## config.mk

```make
export PLATFORM = sky130hd
export DESIGN_NAME = memory_lcd_line_framer_unit
export DESIGN_NICKNAME = d
export VERILOG_FILES = /design/src/hw/rtl/lcdf_pkg.sv /design/src/hw/rtl/lcdf_front.sv /design/src/hw/rtl/lcdf_queue.sv /design/src/hw/rtl/lcdf_back.sv /design/src/hw/rtl/memory_lcd_line_framer_unit.sv
export SDC_FILE = /design/constraint.sdc
export NUM_CORES = 1
export LEC_CHECK = 0
export ABC_AREA = 1
export ABC_CLOCK_PERIOD_IN_PS = 6650
export BUFFER_PORTS_ARGS = -buffer_cell sky130_fd_sc_hd__buf_2
export CAP_MARGIN = 20
export CORE_ASPECT_RATIO = 0.75
export CORE_MARGIN = 2
export CORE_UTILIZATION = 55
export DETAILED_ROUTE_END_ITERATION = 10
export HOLD_SLACK_MARGIN = 0.1
export PLACE_DENSITY_LB_ADDON = 0.2
export SETUP_SLACK_MARGIN = 0.5
export SLEW_MARGIN = 20
export SYNTH_ARGS = -nofsm -noshare
export SYNTH_HDL_FRONTEND = slang
export SYNTH_SLANG_ARGS = --single-unit
```

## constraint.sdc

```tcl
create_clock -name clk -period 6.65 [get_ports clk]
set_clock_uncertainty 0.1 [all_clocks]
set_input_delay 0.3325 -clock clk [delete_from_list [all_inputs] [get_ports clk]]
set_output_delay 0.3325 -clock clk [all_outputs]
set_load 0.005 [all_outputs]
```

## src/hw/rtl/lcdf_pkg.sv

```systemverilog
`timescale 1ns / 1ps

package lcdf_pkg;

  localparam int BYTES_PER_LINE_DEF = 16;
  localparam int LINES_DEF          = 128;

  localparam int BC_W        = 5;
  localparam int QUEUE_DEPTH = 4;
  localparam int QPTR_W      = 2;
  localparam int QCNT_W      = 3;

  localparam logic [1:0] CFG_WRITE_COMMAND = 2'd0;
  localparam logic [1:0] CFG_CLEAR_COMMAND = 2'd1;
  localparam logic [1:0] CFG_VCOM_MASK     = 2'd2;
  localparam logic [1:0] CFG_INVERT_DATA   = 2'd3;

  localparam logic OP_PIXEL = 1'b0;
  localparam logic OP_CLEAR = 1'b1;

  typedef struct packed {
    logic       opcode;
    logic [7:0] line_index;
    logic [7:0] pixel_byte;
  } in_item_t;

  typedef struct packed {
    logic [7:0] out_byte;
    logic       lsb_first;
    logic       end_of_transfer;
    logic       last;
  } out_item_t;

  // one queued job: clear transfer, or one pixel byte with optional header/trailer
  typedef struct packed {
    logic       clr;
    logic       hdr;
    logic       trl;
    logic [7:0] cmd;
    logic [7:0] line_num;
    logic [7:0] data;
  } job_t;

endpackage

```

## src/hw/rtl/lcdf_front.sv

```systemverilog
`timescale 1ns / 1ps

module lcdf_front import lcdf_pkg::*; #(
  parameter int BYTES_PER_LINE = BYTES_PER_LINE_DEF,
  parameter int LINES          = LINES_DEF
) (
  input  logic       clk,
  input  logic       rst_n,
  input  logic       cfg_we,
  input  logic [1:0] cfg_index,
  input  logic [7:0] cfg_data,
  input  logic       in_valid,
  output logic       in_stall,
  input  in_item_t   in_item,
  input  logic       q_full,
  output logic       q_push,
  output job_t       q_job
);

  logic [7:0]      write_command_r;
  logic [7:0]      clear_command_r;
  logic [7:0]      vcom_mask_r;
  logic            invert_data_r;
  logic            vcom_r, vcom_nxt;
  logic [BC_W-1:0] byte_count_r, byte_count_nxt;
  logic            dropped_r, dropped_nxt;

  logic            accept;
  logic            drop_eff;
  logic [BC_W-1:0] bc_inc;
  logic [7:0]      vcom_bits;
  logic            out_of_range;

  assign in_stall     = q_full;
  assign accept       = in_valid && !q_full;
  assign vcom_bits    = vcom_r ? vcom_mask_r : 8'h00;
  assign bc_inc       = byte_count_r + BC_W'(1);
  assign out_of_range = {1'b0, in_item.line_index} >= 9'(LINES);

  always_comb begin
    q_job          = '0;
    q_push         = 1'b0;
    vcom_nxt       = vcom_r;
    byte_count_nxt = byte_count_r;
    dropped_nxt    = dropped_r;
    drop_eff       = dropped_r;
    if (accept) begin
      if (in_item.opcode == OP_CLEAR) begin
        if (byte_count_r == '0) begin
          q_push    = 1'b1;
          q_job.clr = 1'b1;
          q_job.hdr = 1'b1;
          q_job.cmd = clear_command_r | vcom_bits;
          vcom_nxt  = ~vcom_r;
        end
      end else begin
        if (byte_count_r == '0) begin
          if (out_of_range) begin
            drop_eff = 1'b1;
          end else begin
            drop_eff       = 1'b0;
            q_job.hdr      = 1'b1;
            q_job.cmd      = write_command_r | vcom_bits;
            q_job.line_num = in_item.line_index + 8'd1;
            vcom_nxt       = ~vcom_r;
          end
        end
        q_job.data = invert_data_r ? ~in_item.pixel_byte : in_item.pixel_byte;
        if (bc_inc >= BC_W'(BYTES_PER_LINE)) begin
          byte_count_nxt = '0;
          q_job.trl      = !drop_eff;
          dropped_nxt    = 1'b0;
        end else begin
          byte_count_nxt = bc_inc;
          dropped_nxt    = drop_eff;
        end
        q_push = !drop_eff;
      end
    end
  end

  always_ff @(posedge clk) begin
    if (!rst_n) begin
      write_command_r <= 8'd128;
      clear_command_r <= 8'd32;
      vcom_mask_r     <= 8'd64;
      invert_data_r   <= 1'b1;
      vcom_r          <= 1'b0;
      byte_count_r    <= '0;
      dropped_r       <= 1'b0;
    end else begin
      vcom_r       <= vcom_nxt;
      byte_count_r <= byte_count_nxt;
      dropped_r    <= dropped_nxt;
      if (cfg_we) begin
        unique case (cfg_index)
          CFG_WRITE_COMMAND: write_command_r <= cfg_data;
          CFG_CLEAR_COMMAND: clear_command_r <= cfg_data;
          CFG_VCOM_MASK:     vcom_mask_r     <= cfg_data;
          CFG_INVERT_DATA:   invert_data_r   <= cfg_data[0];
        endcase
      end
    end
  end

endmodule

```

## src/hw/rtl/lcdf_queue.sv

```systemverilog
`timescale 1ns / 1ps

module lcdf_queue import lcdf_pkg::*; (
  input  logic clk,
  input  logic rst_n,
  input  logic push,
  input  job_t push_job,
  output logic full,
  input  logic pop,
  output logic head_valid,
  output job_t head_job
);

  job_t              mem_r [QUEUE_DEPTH];
  logic [QPTR_W-1:0] wr_ptr_r;
  logic [QPTR_W-1:0] rd_ptr_r;
  logic [QCNT_W-1:0] count_r;

  assign full       = count_r == QCNT_W'(QUEUE_DEPTH);
  assign head_valid = count_r != '0;
  assign head_job   = mem_r[rd_ptr_r];

  always_ff @(posedge clk) begin
    if (push) begin
      mem_r[wr_ptr_r] <= push_job;
    end
  end

  always_ff @(posedge clk) begin
    if (!rst_n) begin
      wr_ptr_r <= '0;
      rd_ptr_r <= '0;
      count_r  <= '0;
    end else begin
      if (push) begin
        wr_ptr_r <= wr_ptr_r + QPTR_W'(1);
      end
      if (pop) begin
        rd_ptr_r <= rd_ptr_r + QPTR_W'(1);
      end
      if (push && !pop) begin
        count_r <= count_r + QCNT_W'(1);
      end else if (pop && !push) begin
        count_r <= count_r - QCNT_W'(1);
      end
    end
  end

endmodule

```

## src/hw/rtl/lcdf_back.sv

```systemverilog
`timescale 1ns / 1ps

module lcdf_back import lcdf_pkg::*; (
  input  logic      clk,
  input  logic      rst_n,
  input  logic      head_valid,
  input  job_t      head_job,
  output logic      pop,
  output logic      out_valid,
  input  logic      out_stall,
  output out_item_t out_item
);

  typedef enum logic [2:0] {
    ST_START,
    ST_CMD,
    ST_LINE,
    ST_DATA,
    ST_TR0,
    ST_TR1
  } step_t;

  step_t     step_r;
  step_t     cur_step;
  step_t     next_step;
  logic      out_valid_r;
  out_item_t out_item_r;
  out_item_t res;
  logic      load;

  assign out_valid = out_valid_r;
  assign out_item  = out_item_r;
  assign load      = head_valid && (!out_valid_r || !out_stall);
  assign pop       = load && res.last;

  always_comb begin
    if (step_r == ST_START) begin
      cur_step = head_job.hdr ? ST_CMD : ST_DATA;
    end else begin
      cur_step = step_r;
    end
  end

  always_comb begin
    res       = '0;
    next_step = ST_START;
    unique case (cur_step)
      ST_CMD: begin
        res.out_byte = head_job.cmd;
        next_step    = ST_LINE;
      end
      ST_LINE: begin
        res.lsb_first = 1'b1;
        if (head_job.clr) begin
          res.end_of_transfer = 1'b1;
          res.last            = 1'b1;
        end else begin
          res.out_byte = head_job.line_num;
          next_step    = ST_DATA;
        end
      end
      ST_DATA: begin
        res.out_byte = head_job.data;
        res.last     = !head_job.trl;
        next_step    = head_job.trl ? ST_TR0 : ST_START;
      end
      ST_TR0: begin
        next_step = ST_TR1;
      end
      ST_TR1: begin
        res.end_of_transfer = 1'b1;
        res.last            = 1'b1;
      end
      default: begin
        res.last = 1'b1;
      end
    endcase
  end

  always_ff @(posedge clk) begin
    if (!rst_n) begin
      step_r      <= ST_START;
      out_valid_r <= 1'b0;
    end else begin
      if (load) begin
        out_valid_r <= 1'b1;
        out_item_r  <= res;
        step_r      <= res.last ? ST_START : next_step;
      end else if (!out_stall) begin
        out_valid_r <= 1'b0;
      end
    end
  end

endmodule

```

## src/hw/rtl/memory_lcd_line_framer_unit.sv

```systemverilog
`timescale 1ns / 1ps

// Memory LCD line framer: pixel bytes in, serial-link bytes out, one result byte per
// cycle unless stalled. The front stage takes one item per cycle while its 4-entry
// job queue has room; the back stage expands each job through the output register,
// one byte per cycle when not stalled. A middle pixel byte yields one output byte,
// the first byte of a line three (command, line number, data), the last byte three
// (data, two trailers), a clear two (command, trailer), so a line of BYTES_PER_LINE
// bytes gives BYTES_PER_LINE + 4. Dropped lines and ignored clears produce nothing.
module memory_lcd_line_framer_unit import lcdf_pkg::*; #(
  parameter int BYTES_PER_LINE = BYTES_PER_LINE_DEF,
  parameter int LINES          = LINES_DEF
) (
  input  logic      clk,
  input  logic      rst_n,
  input  logic      cfg_we,
  input  logic [1:0] cfg_index,
  input  logic [7:0] cfg_data,
  input  logic      in_valid,
  output logic      in_stall,
  input  in_item_t  in_item,
  output logic      out_valid,
  input  logic      out_stall,
  output out_item_t out_item
);

  logic q_full;
  logic q_push;
  job_t q_job;
  logic q_pop;
  logic head_valid;
  job_t head_job;

  lcdf_front #(
    .BYTES_PER_LINE(BYTES_PER_LINE),
    .LINES         (LINES)
  ) u_front (
    .clk      (clk),
    .rst_n    (rst_n),
    .cfg_we   (cfg_we),
    .cfg_index(cfg_index),
    .cfg_data (cfg_data),
    .in_valid (in_valid),
    .in_stall (in_stall),
    .in_item  (in_item),
    .q_full   (q_full),
    .q_push   (q_push),
    .q_job    (q_job)
  );

  lcdf_queue u_queue (
    .clk       (clk),
    .rst_n     (rst_n),
    .push      (q_push),
    .push_job  (q_job),
    .full      (q_full),
    .pop       (q_pop),
    .head_valid(head_valid),
    .head_job  (head_job)
  );

  lcdf_back u_back (
    .clk       (clk),
    .rst_n     (rst_n),
    .head_valid(head_valid),
    .head_job  (head_job),
    .pop       (q_pop),
    .out_valid (out_valid),
    .out_stall (out_stall),
    .out_item  (out_item)
  );

`ifndef ASSERT_OFF
  a_no_overflow: assert property (@(posedge clk) disable iff (!rst_n)
    q_push |-> !q_full)
    else $error("job queue overflow");

  a_eot_is_last: assert property (@(posedge clk) disable iff (!rst_n)
    out_valid && out_item.end_of_transfer |-> out_item.last)
    else $error("chip select released before last result of an item");

  a_line_num_nonzero: assert property (@(posedge clk) disable iff (!rst_n)
    out_valid && out_item.lsb_first && !out_item.last |-> out_item.out_byte != 8'd0)
    else $error("line number byte is zero");

  a_pop_needs_head: assert property (@(posedge clk) disable iff (!rst_n)
    q_pop |-> head_valid)
    else $error("pop from empty job queue");
`endif

endmodule
```

==> flow_summary.json, run 1 <==
{
  "status": "complete, no violations",
  "tightest_slew_ps": 982,
  "fin_setup_tns_ps": 0,
  "wl_per_cell_um": 16.0,
  "fin_area_um2": 8070,
  "drc": 0,
  "grt_max_degree": 56,
  "fp.coreArea_um2": 12400,
  "combPwrFrac_pct": 26.7,
  "place_congestion": 0.846,
  "row_count": 35,
  "post_dp_cell_area_um2": 7360,
  "final-max-slew-violation-count": 0,
  "cts_max_path_buffers": 2,
  "final_common_cell": "nor2_1",
  "clkSinkCount": 164,
  "synth_edf_count": 119,
  "crit_path_max_fanout": 28,
  "synth-warning-count": 0,
  "viasPerCell": 5.51,
  "switchingPower_mw": 1.02,
  "wl_mm": 14.4,
  "htree_levels": 4,
  "grt_pass1_vias": 4620,
  "setup_violations": 0,
  "reg2reg_slack_ps": 3270,
  "grt_pass1_wl_mm": 23.5,
  "avgSynthCellArea_um2": 10.5,
  "fin_util_pct": 65.1,
  "whs_path_depth": 3,
  "post-route-min-period_ps": 3380,
  "synth.cell_area_um2": 7030,
  "synth_top_cell_by_area": "edfxtp_1",
  "start_util_pct": 56.7,
  "postRouteAntennaNets": 0,
  "io_pins": 45,
  "critPathKind": "flop to flop",
  "syn_nets": 713,
  "cts.clk_slew.worst_paths_ps": 60,
  "n_antenna_cell": 0,
  "worstSetupStartpointType": "flop",
  "synth-seq-area-share_pct": 63.7,
  "fin_hold_ws_ps": 119,
  "mostFrequentLayoutCells": "nor2_1, edfxtp_1, o21ai_0",
  "end_kind": "flop",
  "required_ps": 6850,
  "hold_start": "cfg_we",
  "yosysUniqueCellTypes": 37,
  "drtIter0Drc": 550,
  "die-area_um2": 13700,
  "worstHoldEndpoint": "u_front.invert_data_r",
  "grt_setup_unrepaired": "false",
  "die_w_um": 135,
  "yosys_most_used_dff": "edfxtp_1",
  "cp.arrival_ps": 3580,
  "hold_class": "input port to flop",
  "relSlewSlack_pct": 34.5,
  "min_period_over_period_pct": 50.9,
  "cts_buffers": 17,
  "seqPwrFrac_pct": 41.3,
  "cts_root_buffer": "clkbuf_16",
  "drive_above_1_share_pct": 17.3,
  "vias": 4956,
  "synth_top_area_share_pct": 50.9,
  "yosys-top-cells-area": "edfxtp_1, dfxtp_1, nor2_1",
  "ff2ff_path_depth": 15,
  "nets": 762,
  "fillers": 945,
  "die_height_um": 102,
  "pwr_density_cell_nw_per_um2": 399,
  "p_leak_nw": 3.11,
  "power.internal_mw": 2.19,
  "areaGrowthSynthToFinish_pct": 14.9,
  "clk-insertion-delay-late_ps": 420,
  "sw_frac_of_total_pct": 31.8,
  "syn-instance-count": 671,
  "grt_use_total_pct": 22.4,
  "async_flop_share_pct": 0,
  "p_clk_share_pct": 31.9,
  "hold_viol": 0,
  "total_power_mw": 3.22,
  "cts_tree": "done",
  "synth.ff_latch_count": 164,
  "r2r_end": "u_queue.count_r[2]",
  "hpwl_mm": 9.31,
  "antenna_found_initial": 0,
  "fmax_ghz": 0.296,
  "overflow": 0,
  "ir_worst_vdd_mv": 0.264,
  "drt_first_pass_iters": 6,
  "numPortBuffers": 44,
  "cap_violations": 0
}
stage by stage:
stage / setup slack (ps) / cells
after floorplan: 3900 / 671
after global placement: 3470 / 859
after detailed placement: 3290 / 859
after CTS: 3240 / 899
after global routing: 2990 / 899
final: 3270 / 899
synth_stat cells, types with 3 or more instances:
| cell | n |
|---|---|
| nand3_1 | 25 |
| buf_2 | 9 |
| o22ai_2 | 7 |
| a21oi_1 | 31 |
| nand2_1 | 76 |
| inv_2 | 15 |
| xnor2_1 | 10 |
| nor2_2 | 6 |
| nor2_1 | 124 |
| ha_1 | 9 |
| buf_6 | 4 |
| edfxtp_1 | 119 |
| o21ai_0 | 79 |
| o22ai_1 | 25 |
| nor3_1 | 3 |
| inv_1 | 38 |
| nand2_2 | 3 |
| o21ai_1 | 5 |
| clkbuf_1 | 13 |
| dfxtp_1 | 45 |
| nand4_1 | 3 |
layer usage:
layer | routed length (µm) | track usage (%)
met1 | 6680 | 31.4
met2 | 6710 | 35.9
met3 | 938 | 5.51
met4 | 93 | 5.51
met5 | 0 | 0
worst max path at each step:
stage | cells after the start | to | slack [ps]
detailed placement | 15 | u_queue.count_r[2] | 3290
global route | 15 | u_queue.count_r[2] | 2990
finish | 15 | u_queue.count_r[2] | 3270
CTS | 15 | u_queue.count_r[2] | 3240
floorplan | 10 | u_queue.mem_r[0][0] | 3900
global placement | 15 | u_queue.count_r[2] | 3470
logic make-up (layout without fill, tap and decap cells):
kind of cell             after synthesis  count (layout)  share of synthesized area [%]
flip-flops                           164             164                           63.7
buffers and inverters                 82             144                           5.06
AND/OR/NAND/NOR                      251             251                           15.4
AO/OA/AOI/OAI                        152             152                           12.5
XOR/XNOR                              12              12                           1.50
adder cells (fa/ha/maj)               10              10                           1.89
power groups by stage:
| stage | Clock [mW] | Sequential (mW) | Combinational, mW |
|---|---|---|---|
| 2_1_floorplan | 0 | 1.33 | 0.652 |
| 3_3_place_gp | 0 | 1.35 | 0.825 |
| 5_1_grt | 1.08 | 1.34 | 0.970 |
| 3_5_place_dp | 0 | 1.35 | 0.852 |
| 4_1_cts | 1.04 | 1.33 | 0.864 |
| 6_report | 1.03 | 1.33 | 0.860 |
state kept, by name, summed over array words and instances (netlist names), 2 cells and up, named ones only:
register / count
u_queue.mem_r: 108
u_back.step_r: 3
u_front.vcom_mask_r: 8
u_front.write_command_r: 8
u_front.byte_count_r: 5
u_back.out_item: 11
u_front.clear_command_r: 8
u_queue.wr_ptr_r: 2
u_queue.rd_ptr_r: 2
u_queue.count_r: 3
layout make-up:
type	count	area, µm²	area share [%]
timing repair buffer	58	345	4.28
multi-input combinational	425	2210	27.3
tap	166	208	2.57
clock buffer	24	515	6.39
inverter	54	205	2.54
sequential	164	4470	55.4
clock inverter	8	116	1.44
repair_timing:
| action | in CTS | in global routing |
|---|---|---|
| hold buffers | 8 | 0 |
| hold endpoints to repair | 21 | 0 |
| setup buffers | 0 | 0 |
| resized for setup | 0 | 0 |
critical path, cell delays in order (launching register included):
cell	delay, ps
dfxtp_1	960
inv_2	460
nand2_1	170
o21ai_1	90
nand2_1	80
nand2_1	70
inv_2	60
nand2_4	60
nand2_1	80
ha_1	140
inv_1	70
fa_1	380
a21oi_1	150
o21ai_0	130
o21ai_0	190
a21oi_1	70
No activity file was read; power rests on OpenSTA's default activity.
==> inputs of run 2 (changes only) <==
- ABC_AREA: 1 -> 0
- ABC_CLOCK_PERIOD_IN_PS: 6650 -> 2900
- CORE_UTILIZATION: 55 -> 54
- clock period: 6.65 -> 2.9 ns (I/O delays scaled with it)
==> run 2 against run 1 <==
Final cell count down 14%. Sequential share of layout area fell by 1.5 points. Largest cell class unchanged. Synthesized cell count is 27% lower. Worst hold slack gained 29 ps. Die area down 1.4%. Critical path depth decreased by 4. Sequential power increased by 120%.
==> flow_summary.json, run 2 <==
{
  "wl_mm": 14.5,
  "crit_path_max_fanout": 4,
  "min_period_over_period_pct": 94.9,
  "drtIter0Drc": 368,
  "drive_above_1_share_pct": 25.3,
  "cts.clk_slew.worst_paths_ps": 60,
  "slowest_delay_ps": 570,
  "cap_violations": 0,
  "p_clk_share_pct": 32.4,
  "hold_viol": 0,
  "cp.arrival_ps": 2990,
  "areaGrowthSynthToFinish_pct": 22.0,
  "numPortBuffers": 44,
  "overflow": 0,
  "grt_use_total_pct": 22.7,
  "grt_pass1_vias": 4182,
  "sw_frac_of_total_pct": 27.7,
  "seqPwrFrac_pct": 44.5,
  "finalNonFillerCells": 771,
  "die_height_um": 101,
  "avgSynthCellArea_um2": 13.9,
  "required_ps": 3140,
  "grt_pass1_wl_mm": 22.5,
  "synth.ff_latch_count": 164,
  "viasPerCell": 5.68,
  "place_inst": 692,
  "combPwrFrac_pct": 23.2,
  "syn-instance-count": 491,
  "clkSinkCount": 164,
  "cts_root_buffer": "clkbuf_16",
  "mostFrequentLayoutCells": "edfxtp_1, buf_2, nor2_1",
  "htree_levels": 4,
  "yosys_most_used_dff": "edfxtp_1",
  "drt_first_pass_iters": 5,
  "critPathKind": "flop to flop",
  "regMostFlops": "u_queue.mem_r",
  "final_common_cell": "edfxtp_1",
  "tightest_slew_ps": 943,
  "post-route-min-period_ps": 2750,
  "synth.cell_area_um2": 6800,
  "place_congestion": 0.809,
  "ir_worst_vdd_mv": 0.483,
  "grt_max_degree": 39,
  "hold_class": "input port to flop",
  "n_antenna_cell": 0,
  "largest_reg_flops": 108,
  "slowest_stage": "mux4_2",
  "pwr_density_cell_nw_per_um2": 804,
  "reg2reg_slack_ps": 150,
  "drc": 0,
  "cts_max_path_buffers": 2,
  "nets": 634,
  "yosysMostFrequentCell": "edfxtp_1",
  "worstSetupStartpointType": "flop",
  "start_util_pct": 55.3,
  "grt_setup_unrepaired": "true",
  "fin_setup_tns_ps": 0,
  "cts_tree": "done",
  "syn_nets": 533,
  "async_flop_share_pct": 0,
  "switchingPower_mw": 1.85,
  "wl_per_cell_um": 18.8,
  "row_count": 35,
  "clk-insertion-delay-late_ps": 420,
  "cp_cell_sequence": "buf_4 > mux4_2 > nand3b_1 > a31oi_4 > inv_2 > ha_4 > inv_2 > fa_1 > xor2_1 > or3_1 > a21oi_1",
  "yosysUniqueCellTypes": 44,
  "io_pins": 45,
  "synth-warning-count": 0,
  "fp.coreArea_um2": 12300,
  "synth_edf_count": 119,
  "total_power_mw": 6.67,
  "synth_top_area_share_pct": 52.5,
  "power.internal_mw": 4.82,
  "synth_common_cells": "edfxtp_1, dfxtp_1, nor2_1, nand2_1, a21oi_1",
  "cp_common_cell": "inv_2",
  "die-area_um2": 13500,
  "hpwl_mm": 8.54,
  "final-max-slew-violation-count": 0,
  "p_leak_nw": 3.05,
  "fmax_ghz": 0.363,
  "synth-seq-area-share_pct": 65.8,
  "status": "complete, no violations",
  "postRouteAntennaNets": 0,
  "antenna_found_initial": 0,
  "relSlewSlack_pct": 36.9,
  "yosys-top-cells-area": "edfxtp_1, dfxtp_1, mux4_2",
  "cts_buffers": 17,
  "setup_violations": 0,
  "end_kind": "flop",
  "synth_top_cell_by_area": "edfxtp_1",
  "vias": 4379,
  "die_w_um": 134
}
==> run 2: cell families (layout without fill, tap and decap cells) <==
logic type | Yosys count | count (layout) | share of synthesized area, %
mux | 38 | 38 | 10.7
xor+xnor | 19 | 19 | 2.45
buf+inv | 50 | 160 | 2.91
simple gates | 141 | 145 | 9.97
flops | 164 | 164 | 65.8
fa+ha+maj | 10 | 10 | 1.95
compound gates | 69 | 69 | 6.27
==> run 2: power groups by stage <==
stage | Sequential, mW | Clock (mW) | Combinational, mW
finish | 2.97 | 2.16 | 1.55
detailed placement | 3.02 | 0 | 1.38
CTS | 2.96 | 2.20 | 1.50
global route | 2.99 | 2.30 | 1.70
global placement | 3.00 | 0 | 1.34
floorplan | 2.97 | 0 | 0.983
==> run 2: area by class of cell <==
class | count | area [µm²]
clock buffer | 22 | 519
clock inverter | 10 | 65.1
fill | 860 | 4010
inverter | 30 | 113
multi-input combinational | 281 | 2210
sequential | 164 | 4480
tap | 166 | 208
timing repair buffer | 98 | 706
==> run 2: timing repair <==
item                       4_1_cts  5_1_grt
hold endpoints to repair        83        0
pin swaps                        9        5
resized for setup               15        5
hold buffers                    32        0
setup endpoints to repair      149      167
setup buffers                    5        6
cloned                           4        0
==> run 2: worst max-delay path, delay by kind of cell (launching register included) <==
kind,cells,cell delay (ps)
muxes,1,570
and+or+nand+nor,2,500
adders and majority gates,2,490
DFF,1,370
AOI/OAI and AO/OA,2,240
buffers and inverters,3,230
xor gates and xnor gates,1,180
==> run 2: stage by stage <==
stage,instance area (µm²),utilization (%),worst slack (ps),hold WS (ps)
final,8300,67.5,148,148
after detailed placement,7250,58.9,51.1,307
after global placement,7250,58.9,146,289
after CTS,8240,67.0,113,110
after global routing,8300,67.5,60.2,158
after floorplan,6820,-,134,107
==> run 2: path summary, 6_finish.rpt <==
path | start | end | cells after the start
max | flop | u_queue.count_r[2] | 11
min | in_valid | u_front.byte_count_r[0] | 4
min reg2reg | u_front.clear_command_r[0] | u_front.clear_command_r[0] | 2
max reg2reg | flop | u_queue.count_r[2] | 11
==> run 2: per-layer routing <==
layer  track usage (%)  vias up  wire [µm]
met5                 0        -          0
met4              7.36        0        221
met3              4.95       19        941
met2              37.3      161       7060
met1              30.8     2190       6280
li1                  -     2009          -
